<file path="config.mk">
export PLATFORM = sky130hd
export DESIGN_NAME = running_mean_std_dev
export DESIGN_NICKNAME = d
export VERILOG_FILES = /design/src/hw/rtl/rmsd_pkg.sv /design/src/hw/rtl/rmsd_ctrl.sv /design/src/hw/rtl/rmsd_dp.sv /design/src/hw/rtl/running_mean_std_dev.sv
export SDC_FILE = /design/constraint.sdc
export NUM_CORES = 2
export LEC_CHECK = 0
export BUFFER_PORTS_ARGS = -buffer_cell sky130_fd_sc_hd__buf_2
export CAP_MARGIN = 20
export CORE_ASPECT_RATIO = 0.75
export CORE_MARGIN = 3
export CORE_UTILIZATION = 50
export DETAILED_ROUTE_END_ITERATION = 7
export GPL_ROUTABILITY_DRIVEN = 0
export MAX_ROUTING_LAYER = met4
export PLACE_DENSITY = 0.72
export SLEW_MARGIN = 0
export SYNTH_ARGS = -nofsm -noshare
export SYNTH_HDL_FRONTEND = slang
export SYNTH_HIERARCHICAL = 1
export SYNTH_SLANG_ARGS = --single-unit
</file>
<file path="constraint.sdc">
create_clock -name clk -period 12 [get_ports clk]
set_clock_uncertainty 0.15 [all_clocks]
set_input_delay 1.2 -clock clk [delete_from_list [all_inputs] [get_ports clk]]
set_output_delay 1.2 -clock clk [all_outputs]
set_load 0.01 [all_outputs]
</file>
<file path="src/hw/rtl/rmsd_pkg.sv">
package rmsd_pkg;

    typedef struct packed {
        logic signed [31:0] sample;
        logic               last;
    } in_t;

    typedef struct packed {
        logic signed [31:0] mean_out;
        logic        [31:0] std_dev;
        logic        [23:0] sample_total;
        logic               overflow;
    } out_t;

    typedef enum logic [3:0] {
        S_IDLE,
        S_MDIV,
        S_MUPD,
        S_MUL,
        S_ACC,
        S_VLOAD,
        S_VDIV,
        S_SINIT,
        S_SQRT,
        S_FIN
    } state_t;

    typedef struct packed {
        logic sample_load;
        logic div_step;
        logic mean_upd;
        logic mul_step;
        logic sum_acc;
        logic var_load;
        logic sqrt_init;
        logic sqrt_step;
        logic out_load;
    } cmd_t;

    typedef struct packed {
        logic last;
        logic count_ge2;
    } stat_t;

    localparam int MEAN_DIV_STEPS = 49;
    localparam int VAR_DIV_STEPS  = 64;
    localparam int MUL_STEPS      = 34;
    localparam int SQRT_STEPS     = 32;

    // magnitude of floor(v / 2^16)
    function automatic logic [33:0] floor16_mag(input logic signed [48:0] v);
        logic [49:0] m;
        logic [49:0] t;
        begin
            m = {1'b0, (~v) + 49'd1};
            t = m + 50'd65535;
            if (v[48])
            begin
                floor16_mag = t[49:16];
            end
            else
            begin
                floor16_mag = {1'b0, v[48:16]};
            end
        end
    endfunction

endpackage

</file>
<file path="src/hw/rtl/rmsd_ctrl.sv">
module rmsd_ctrl
    import rmsd_pkg::*;
(
    input  logic  clk,
    input  logic  rst_n,
    input  logic  sample_valid,
    output logic  sample_ready,
    output logic  result_valid,
    input  logic  result_ready,
    input  stat_t stat,
    output cmd_t  cmd
);

    state_t     state_reg, state_next;
    logic [6:0] step_reg, step_next;
    logic       out_valid_reg, out_valid_next;
    logic       slot_free;
    logic       loop_state;
    logic       done;

    assign slot_free = !out_valid_reg || result_ready;
    assign sample_ready = (state_reg == S_IDLE);
    assign result_valid = out_valid_reg;

    assign loop_state = (state_reg == S_MDIV) || (state_reg == S_MUL)
                     || (state_reg == S_VDIV) || (state_reg == S_SQRT);

    always_comb
    begin
        case (state_reg)
            S_MDIV:  done = (step_reg == 7'(MEAN_DIV_STEPS - 1));
            S_MUL:   done = (step_reg == 7'(MUL_STEPS - 1));
            S_VDIV:  done = (step_reg == 7'(VAR_DIV_STEPS - 1));
            S_SQRT:  done = (step_reg == 7'(SQRT_STEPS - 1));
            default: done = 1'b0;
        endcase
    end

    always_comb
    begin
        step_next = (loop_state && !done) ? step_reg + 7'd1 : 7'd0;
    end

    always_comb
    begin
        state_next = state_reg;
        case (state_reg)
            S_IDLE:  if (sample_valid) state_next = S_MDIV;
            S_MDIV:  if (done) state_next = S_MUPD;
            S_MUPD:  state_next = S_MUL;
            S_MUL:   if (done) state_next = S_ACC;
            S_ACC:
            begin
                if (!stat.last)
                    state_next = S_IDLE;
                else if (stat.count_ge2)
                    state_next = S_VLOAD;
                else
                    state_next = S_FIN;
            end
            S_VLOAD: state_next = S_VDIV;
            S_VDIV:  if (done) state_next = S_SINIT;
            S_SINIT: state_next = S_SQRT;
            S_SQRT:  if (done) state_next = S_FIN;
            S_FIN:   if (slot_free) state_next = S_IDLE;
            default: state_next = S_IDLE;
        endcase
    end

    always_comb
    begin
        cmd = '0;
        case (state_reg)
            S_IDLE:  cmd.sample_load = sample_valid;
            S_MDIV:  cmd.div_step = 1'b1;
            S_MUPD:  cmd.mean_upd = 1'b1;
            S_MUL:   cmd.mul_step = 1'b1;
            S_ACC:   cmd.sum_acc = 1'b1;
            S_VLOAD: cmd.var_load = 1'b1;
            S_VDIV:  cmd.div_step = 1'b1;
            S_SINIT: cmd.sqrt_init = 1'b1;
            S_SQRT:  cmd.sqrt_step = 1'b1;
            S_FIN:   cmd.out_load = slot_free;
            default: cmd = '0;
        endcase
    end

    always_comb
    begin
        if (cmd.out_load)
            out_valid_next = 1'b1;
        else if (result_ready)
            out_valid_next = 1'b0;
        else
            out_valid_next = out_valid_reg;
    end

    always_ff @(posedge clk or negedge rst_n)
    begin
        if (!rst_n)
        begin
            state_reg     <= S_IDLE;
            step_reg      <= 7'd0;
            out_valid_reg <= 1'b0;
        end
        else
        begin
            state_reg     <= state_next;
            step_reg      <= step_next;
            out_valid_reg <= out_valid_next;
        end
    end

    a_no_overwrite: assert property (@(posedge clk) disable iff (!rst_n)
        cmd.out_load |-> (!out_valid_reg || result_ready))
        else $error("result register overwritten while stalled");

    a_accept_starts_div: assert property (@(posedge clk) disable iff (!rst_n)
        (sample_valid && sample_ready) |=> (state_reg == S_MDIV && step_reg == 7'd0))
        else $error("accepted transaction did not start the divider");

    a_step_bound: assert property (@(posedge clk) disable iff (!rst_n)
        step_reg <= 7'(VAR_DIV_STEPS - 1))
        else $error("step counter out of range");

    a_load_shows: assert property (@(posedge clk) disable iff (!rst_n)
        cmd.out_load |=> out_valid_reg)
        else $error("loaded result not presented");

endmodule

</file>
<file path="src/hw/rtl/rmsd_dp.sv">
module rmsd_dp
    import rmsd_pkg::*;
#(
    parameter int COUNT_BITS = 24
)
(
    input  logic clk,
    input  logic rst_n,
    input  in_t  sample_data,
    input  cmd_t cmd,
    output stat_t stat,
    output out_t result_data
);

    localparam logic [COUNT_BITS-1:0] CountMax = {COUNT_BITS{1'b1}};

    logic signed [47:0]    mean_reg, mean_next;
    logic [63:0]           sum_reg, sum_next;
    logic [COUNT_BITS-1:0] cnt_reg, cnt_next;
    logic                  sat_reg, sat_next;
    logic                  last_reg;
    logic                  neg_reg;
    logic signed [48:0]    x48_reg;
    logic [67:0]           mcand_reg;
    logic [33:0]           mplier_reg;
    logic [67:0]           acc_reg;
    logic [63:0]           rq_reg;
    logic [COUNT_BITS-1:0] rem_reg;
    logic [COUNT_BITS-1:0] dvs_reg;
    logic [63:0]           sq_v_reg;
    logic [63:0]           sq_res_reg;
    logic [63:0]           sq_bit_reg;
    out_t                  out_reg;

    logic signed [48:0]    x48_in;
    logic signed [48:0]    d1;
    logic [48:0]           d1_mag;
    logic [COUNT_BITS-1:0] n_new;
    logic [COUNT_BITS:0]   rem_sh;
    logic                  q_bit;
    logic [48:0]           q_mag;
    logic [48:0]           q_s;
    logic signed [47:0]    mean_upd;
    logic signed [48:0]    d2;
    logic [63:0]           prod_sat;
    logic [64:0]           sum_wide;
    logic [63:0]           sq_try;
    logic [COUNT_BITS+23:0] cnt_ext;

    assign stat.last      = last_reg;
    assign stat.count_ge2 = (cnt_reg >= COUNT_BITS'(2));
    assign result_data    = out_reg;

    always_comb
    begin
        x48_in = {sample_data.sample[31], sample_data.sample, 16'h0000};
        d1     = x48_in - {mean_reg[47], mean_reg};
        d1_mag = d1[48] ? (~d1) + 49'd1 : d1;
        n_new  = (cnt_reg == CountMax) ? CountMax : cnt_reg + COUNT_BITS'(1);

        rem_sh = {rem_reg, rq_reg[63]};
        q_bit  = (rem_sh >= {1'b0, dvs_reg});

        q_mag    = rq_reg[48:0];
        q_s      = neg_reg ? (~q_mag) + 49'd1 : q_mag;
        mean_upd = mean_reg + q_s[47:0];
        d2       = x48_reg - {mean_upd[47], mean_upd};

        prod_sat = (|acc_reg[67:64]) ? {64{1'b1}} : acc_reg[63:0];
        sum_wide = {1'b0, sum_reg} + {1'b0, prod_sat};

        sq_try  = sq_res_reg + sq_bit_reg;
        cnt_ext = {24'd0, cnt_reg};
    end

    // running state, cleared when each result is loaded into the output register
    always_comb
    begin
        mean_next = mean_reg;
        sum_next  = sum_reg;
        cnt_next  = cnt_reg;
        sat_next  = sat_reg;
        if (cmd.sample_load)
        begin
            cnt_next = n_new;
            if (cnt_reg == CountMax)
                sat_next = 1'b1;
        end
        if (cmd.mean_upd)
            mean_next = mean_upd;
        if (cmd.sum_acc)
            sum_next = sum_wide[64] ? {64{1'b1}} : sum_wide[63:0];
        if (cmd.out_load)
        begin
            mean_next = '0;
            sum_next  = '0;
            cnt_next  = '0;
            sat_next  = 1'b0;
        end
    end

    always_ff @(posedge clk or negedge rst_n)
    begin
        if (!rst_n)
        begin
            mean_reg <= '0;
            sum_reg  <= '0;
            cnt_reg  <= '0;
            sat_reg  <= 1'b0;
        end
        else
        begin
            mean_reg <= mean_next;
            sum_reg  <= sum_next;
            cnt_reg  <= cnt_next;
            sat_reg  <= sat_next;
        end
    end

    // shared restoring divider, multiplier, square root
    always_ff @(posedge clk)
    begin
        if (cmd.sample_load)
        begin
            last_reg  <= sample_data.last;
            neg_reg   <= d1[48];
            x48_reg   <= x48_in;
            mcand_reg <= {34'd0, floor16_mag(d1)};
            rq_reg    <= {d1_mag, 15'd0};
            rem_reg   <= '0;
            dvs_reg   <= n_new;
        end
        if (cmd.var_load)
        begin
            rq_reg  <= sum_reg;
            rem_reg <= '0;
            dvs_reg <= cnt_reg - COUNT_BITS'(1);
        end
        if (cmd.div_step)
        begin
            rq_reg  <= {rq_reg[62:0], q_bit};
            rem_reg <= q_bit ? rem_sh[COUNT_BITS-1:0] - dvs_reg : rem_sh[COUNT_BITS-1:0];
        end
        if (cmd.mean_upd)
        begin
            mplier_reg <= floor16_mag(d2);
            acc_reg    <= '0;
        end
        if (cmd.mul_step)
        begin
            if (mplier_reg[0])
                acc_reg <= acc_reg + mcand_reg;
            mcand_reg  <= {mcand_reg[66:0], 1'b0};
            mplier_reg <= {1'b0, mplier_reg[33:1]};
        end
        if (cmd.sqrt_init)
        begin
            sq_v_reg   <= rq_reg;
            sq_res_reg <= '0;
            sq_bit_reg <= 64'h4000_0000_0000_0000;
        end
        if (cmd.sqrt_step)
        begin
            if (sq_v_reg >= sq_try)
            begin
                sq_v_reg   <= sq_v_reg - sq_try;
                sq_res_reg <= {1'b0, sq_res_reg[63:1]} + sq_bit_reg;
            end
            else
            begin
                sq_res_reg <= {1'b0, sq_res_reg[63:1]};
            end
            sq_bit_reg <= {2'b00, sq_bit_reg[63:2]};
        end
        if (cmd.out_load)
        begin
            out_reg.mean_out     <= mean_reg[47:16];
            out_reg.std_dev      <= (cnt_reg >= COUNT_BITS'(2)) ? sq_res_reg[31:0] : 32'd0;
            out_reg.sample_total <= cnt_ext[23:0];
            out_reg.overflow     <= sat_reg;
        end
    end

endmodule

</file>
<file path="src/hw/rtl/running_mean_std_dev.sv">
// Running mean and sample standard deviation over sets of Q16.16 samples.
// Input channel sample_*: one transaction per sample; last closes the set.
// Output channel result_*: one transaction per set, carrying the floored
// mean, the floor square root of sum / (count - 1) (zero below two
// samples), the saturated count and the overflow flag.
// Each sample runs 49 divider steps for the mean update, 34 multiplier
// steps for the squared deviation, and the accept, mean-update and
// accumulate steps before the next sample is accepted. When count >= 2,
// a sample marked last adds a load and 64 divider steps, a load and 32
// square-root steps, and a step that loads the result register.
// The rate is set by the single shift-subtract divider and the serial
// shift-add multiplier, one bit per cycle each.
// After reset the statistics are zero and the block is ready at once.
// The result sits in an output register; while the receiver stalls the
// next set is still accumulated, and only its result waits for the slot.
module running_mean_std_dev
    import rmsd_pkg::*;
#(
    parameter int COUNT_BITS = 24
)
(
    input  logic clk,
    input  logic rst_n,
    input  logic sample_valid,
    output logic sample_ready,
    input  in_t  sample_data,
    output logic result_valid,
    input  logic result_ready,
    output out_t result_data
);

    cmd_t  cmd;
    stat_t stat;

    rmsd_ctrl u_ctrl (
        .clk          (clk),
        .rst_n        (rst_n),
        .sample_valid (sample_valid),
        .sample_ready (sample_ready),
        .result_valid (result_valid),
        .result_ready (result_ready),
        .stat         (stat),
        .cmd          (cmd)
    );

    rmsd_dp #(
        .COUNT_BITS (COUNT_BITS)
    ) u_dp (
        .clk         (clk),
        .rst_n       (rst_n),
        .sample_data (sample_data),
        .cmd         (cmd),
        .stat        (stat),
        .result_data (result_data)
    );

endmodule

</file>
Word level (Yosys, flattened, before mapping)
Cells that the tools add are included.
- add/sub/neg operators: 17
- bitwise logic cells: 3
- multiplexer cells: 61
- order comparisons: 3
- equality and inequality tests: 20
- reductions and logical operators: 22
- operators with widths (kind ; count):
    $mux 64 ; 13
    $mux 68 ; 5
    $mux 24 ; 8
    $mux 48 ; 3
    $mux 61 ; 2
    $add 49x16->50 const B ; 2
    $add 49x1->49 const B ; 2
    $not 49->49 ; 2
    $sub 48x48->49 ; 2
    $add 68x68->68 ; 1
    $mux 34 ; 2
    $mux 33 ; 2
    $add 64x64->65 ; 1
    $add 63x63->64 ; 1
    $add 64x63->64 ; 1
    $ge 64x64->1 ; 1
    $sub 64x64->64 ; 1
    $mux 49 ; 1
    $add 48x1->48 const B ; 1
    $add 48x48->48 ; 1
    $not 48->48 ; 1
    $pmux 4 s10 ; 1
    $mux 4 ; 8
    $ge 25x24->1 ; 1
    other kinds (27) ; 63
- flip-flop bits (word level): 714
- bits of input ports: 37

Logic depth before layout (Yosys ltp)
- depth in word-level cells: 11
- depth in mapped cells: 41

By module
Netlist, hierarchy kept.
- modules (own cells, without submodules) (module ; area an instance (µm²) ; sequential area each (µm²) ; times used ; cells an instance):
    rmsd_dp ; 55828.5 ; 19043.3 ; 1 ; 6409
    rmsd_ctrl ; 862.1 ; 300.3 ; 1 ; 101

Worst setup path after synthesis
OpenSTA, ideal clock, no wires.
- kind: reg-to-reg
- start: reg u_dp.rq_reg[5]
- end: reg u_dp.mplier_reg[31] (data pin)
- period minus slack after synthesis: 8.773 ns
- path buffers: 2
- arrival: 8.363 ns
- path slack: 3.227 ns
- stages on the path, launching flop included: 38
- cells stage by stage: edfxtp_1 > or3_1 > or2_2 > or3_1 > nor2_1 > nand2_1 > nand2_1 > xnor2_1 > ha_1 > a211oi_1 > o21bai_1 > o21ai_0 > a21oi_1 > o21ai_0 > a21boi_0 > o2111ai_1 > nand2_1 > a21o_1 > [2 not listed] > ha_1 > clkbuf_1 > a21oi_1 > o21ai_0 > a21o_1 > a21oi_1 > o21ai_0 > a21o_1 > o311ai_1 > nand4b_1 > or2_2 > clkbuf_1 > or4b_2 > xnor2_1 > nand3_1 > o31a_1 > xnor2_1 > mux2_2
- cells in the longest elaborated chain, start to end: 11
- RTL lines (item ; line ; RTL):
    start: declaration ; rmsd_dp.sv:27 ; logic [63:0] rq_reg;
    start signal: assignment ; rmsd_dp.sv:129 ; rq_reg <= {d1_mag, 15'd0};
    start signal: assignment ; rmsd_dp.sv:135 ; rq_reg <= sum_reg;
    start signal: assignment ; rmsd_dp.sv:141 ; rq_reg <= {rq_reg[62:0], q_bit};
    $not 48->48 ; rmsd_dp.sv:65 ; q_s = neg_reg ? (~q_mag) + 49'd1 : q_mag;
    $add 48x1->48 ; rmsd_dp.sv:65 ;
    $mux 48 * ; rmsd_dp.sv:65 ;
    $add 48x48->48 * ; rmsd_dp.sv:66 ; mean_upd = mean_reg + q_s[47:0];
    $sub 48x48->49 * ; rmsd_dp.sv:67 ; d2 = x48_reg - {mean_upd[47], mean_upd};
    $not 49->49 ; rmsd_pkg.sv:55 ; m = {1'b0, (~v) + 49'd1};
    $add 49x1->49 ; rmsd_pkg.sv:55 ;
    $add 49x16->50 ; rmsd_pkg.sv:56 ; t = m + 50'd65535;
    $mux 34 * ; rmsd_pkg.sv:57 ; if (v[48])
    $mux 33 * ; rmsd_dp.sv:144 ; if (cmd.mean_upd)
    $mux 33 * ; rmsd_dp.sv:149 ; if (cmd.mul_step)
    end signal: assignment ; rmsd_dp.sv:146 ; mplier_reg <= floor16_mag(d2);
    end signal: assignment ; rmsd_dp.sv:154 ; mplier_reg <= {1'b0, mplier_reg[33:1]};
    end: declaration ; rmsd_dp.sv:25 ; logic [33:0] mplier_reg;
Mark *: on every way between the ends. The rest lies on a longest branch, timed or not. The select of a mux whose other input is x is not followed.
A chain may end at the register's enable or synchronous reset.

Final worst setup path
- start: reg u_dp.rq_reg[0]
- end: reg u_dp.mplier_reg[30] (data pin)
The elaborated chain is that of the path after synthesis.

==> out/qor.csv <==
stage,metric,value,unit
sta,final_hold_viol_count,0,
sta,max_clock_freq,98.4,MHz
sta,rsz0062_at_grt,false,
yosys,ys.flop_type,edfxtp_1,
clock_tree,post_cts_buffers,0,
detailed_routing,wl_per_cell,20.2,µm
sta,finalSetupTns,0,ps
setup_path,worstPathMaxFanout,10,
yosys,synthArstFlopShare,20.9,%
yosys,yosysMostFrequentCell,nor2_1,
floorplan,rows,106,
setup_path,slowest_delay,820,ps
run_status,status,"finished, final reports clean",
yosys,synth_seq_cells,714,
clock_tree,post_cts_resized,0,
place,portBuffers,127,
yosys,ys_top_cells_by_count,"nor2_1 (556), nand2_1 (526), o21ai_0 (496), a21oi_1 (441), edfxtp_1 (430)",
yosys,yosys.cell_types.count,121,
final_layout,drive_gt1_share,7.29,%
floorplan,core,0.112,mm²
detailed_routing,drc,0,
final_layout,syn_to_final_growth,8.20,%
floorplan,dieHeight,298,µm
sta,setup_viol,0,
global_route,grt-ovfl-total,0,
clock_tree,hold_buffers,0,
sta,min_period,10160,ps
floorplan,dieArea,0.117,mm²
clock_tree,path_clk_slew,60,ps
sta,maxSlewViolCount,0,
floorplan,initial_core_util,50.6,%
setup_path,end_kind,register,
sta,slew_headroom,23.7,%
sta,min_period_over_period,84.7,%
run,drv_cap,0,
global_route,track_usage,27.5,%
global_route,antenna_found_initial,3,
clock_tree,ctsRootBufferMaster,clkbuf_16,
final_layout,largest_register_ffs,89,
setup_path,crit_required,12250,ps
yosys,syn_area,0.0567,mm²
clock_tree,htree_levels,3,
clock_tree,clock_path_buffers,3,
yosys,ys_seq_area_share,34.1,%
global_route,grt_pass1_vias,45800,
clock_tree,cts.sinks,714,
yosys,yosys_warnings,6,
clock_tree,cts_tree,yes,
final_layout,layout.nets,6922,
yosys,syn_nets,6958,
setup_path,crit_slowest_cell,o311ai_1,
detailed_routing,num_vias,50400,
floorplan,die_x,395,µm
yosys,synth.top_cell.area_share,22.8,%
setup_path,worstSetupPathType,reg -> reg,
global_route,grt_pass1_wl,257000,µm
place,dp.final_hpwl,122000,µm
detailed_routing,detail_route.vias_per_cell,6.25,
clock_tree,clk_latency,680,ps
detailed_routing,drt_iter0_drc,5998,
detailed_routing,totalWireLength,163000,µm
setup_path,path_common_cell,o21ai_0,
yosys,syn_inst,6510,
yosys,avgSynthCellArea,8.71,µm²
yosys,synth_area_leaders,"edfxtp_1 (23%), ha_1 (9.0%), dfrtp_1 (6.6%)",
detailed_routing,antenna_left,0,
clock_tree,tritoncts.num_buffers,79,
sta,worstMarginPinSlew,1140,ps
yosys,synth_edf_count,430,
detailed_routing,first_pass_iters,6,
global_route,grt_max_degree,116,
worst_hold_path,hold_class,in -> async,
yosys,yosysTopAreaCell,edfxtp_1,
setup_path,cp.arrival,10410,ps
floorplan,num_io_pins,128,
setup_path,start_kind,register,
-- layout by cell type, fill, tap and decap left out, types with 33 or more instances in the layout --
cell,instances
dfxtp_1,135
buf_4,43
o21a_1,43
buf_2,126
xnor2_1,335
o21ai_0,496
ha_1,406
nor3_1,119
o31ai_1,58
or2_2,35
and2_1,108
o211ai_1,35
xor2_1,243
mux2i_1,114
a31oi_1,100
clkbuf_16,85
a21oi_1,440
dfrtp_1,149
nand4_1,73
a21o_1,207
o21bai_1,72
nor2b_1,123
edfxtp_1,430
nor4_1,43
nand2_1,525
nor2_1,553
nand3_1,219
a211oi_1,148
inv_1,207
and3_1,75
nand2b_1,129
or3_1,79
mux2_2,33
-- critical path: cells and delay by family (launching register included) --
| kind | cells | cell delay (ps) |
|---|---|---|
| AND/OR/NAND/NOR | 12 | 3990 |
| adder cells (fa/ha/maj) | 2 | 750 |
| multiplexers | 1 | 150 |
| flip-flops | 1 | 480 |
| XOR/XNOR | 2 | 290 |
| AO/OA/AOI/OAI | 17 | 4080 |
-- path summary, 6_finish.rpt --
kind                            cells after the start                               end  slack, ps                              from
worst min-delay path                                1     u_dp/mean_reg[11]$_DFFE_PN0P_        280                             rst_n
min in group clk                                    2  u_dp/mplier_reg[33]$_SDFFE_PP0P_        290  u_dp/mplier_reg[33]$_SDFFE_PP0P_
worst max register to register                     34     u_dp/mplier_reg[30]$_DFFE_PP_       1840          u_dp/rq_reg[0]$_DFFE_PP_
max in group asynchronous                           3      u_dp/sum_reg[35]$_DFFE_PN0P_       9400                             rst_n
worst min register to register                      2  u_dp/mplier_reg[33]$_SDFFE_PP0P_        290  u_dp/mplier_reg[33]$_SDFFE_PP0P_
worst max-delay path                               34     u_dp/mplier_reg[30]$_DFFE_PP_       1840          u_dp/rq_reg[0]$_DFFE_PP_
-- cells by family after synthesis --
group | count (synthesis) | synth area share [%]
flops | 714 | 34.1
buf+inv | 500 | 3.39
simple gates | 2236 | 19.7
fa+ha+maj | 411 | 9.14
xor+xnor | 581 | 9.02
mux | 148 | 2.69
compound gates | 1920 | 21.9
-- metrics by stage --
step	area [µm²]	instances	utilization, %	worst slack, ps	hold WS, ps
floorplan	56700	6510	-	3230	266
global placement	58500	7902	52.3	2350	277
detailed placement	58500	7902	52.3	2150	287
CTS	61300	8049	54.7	2100	268
global route	61300	8054	54.8	927	297
finish	61300	8054	54.8	1840	279
-- final cells by class --
cell class / instances / area, µm²
antenna: 2 / 5.00
fill: 10100 / 50600
sequential: 714 / 19300
tap: 1512 / 1890
timing repair buffer: 172 / 1020
clock inverter: 40 / 438
multi-input combinational: 5296 / 35500
inverter: 211 / 793
clock buffer: 107 / 2300
-- per-layer routing --
layer / vias up / track usage, % / part of all wire [%]
met5: - / - / 0
met4: 0 / 6.38 / 2.4
li1: 23900 / - / -
met3: 252 / 4.73 / 9.6
met2: 2195 / 39.7 / 42
met1: 24000 / 39.9 / 46
Power is not shown: default switching activity piles up to over one toggle a cycle in this logic, so the estimate is an artifact.
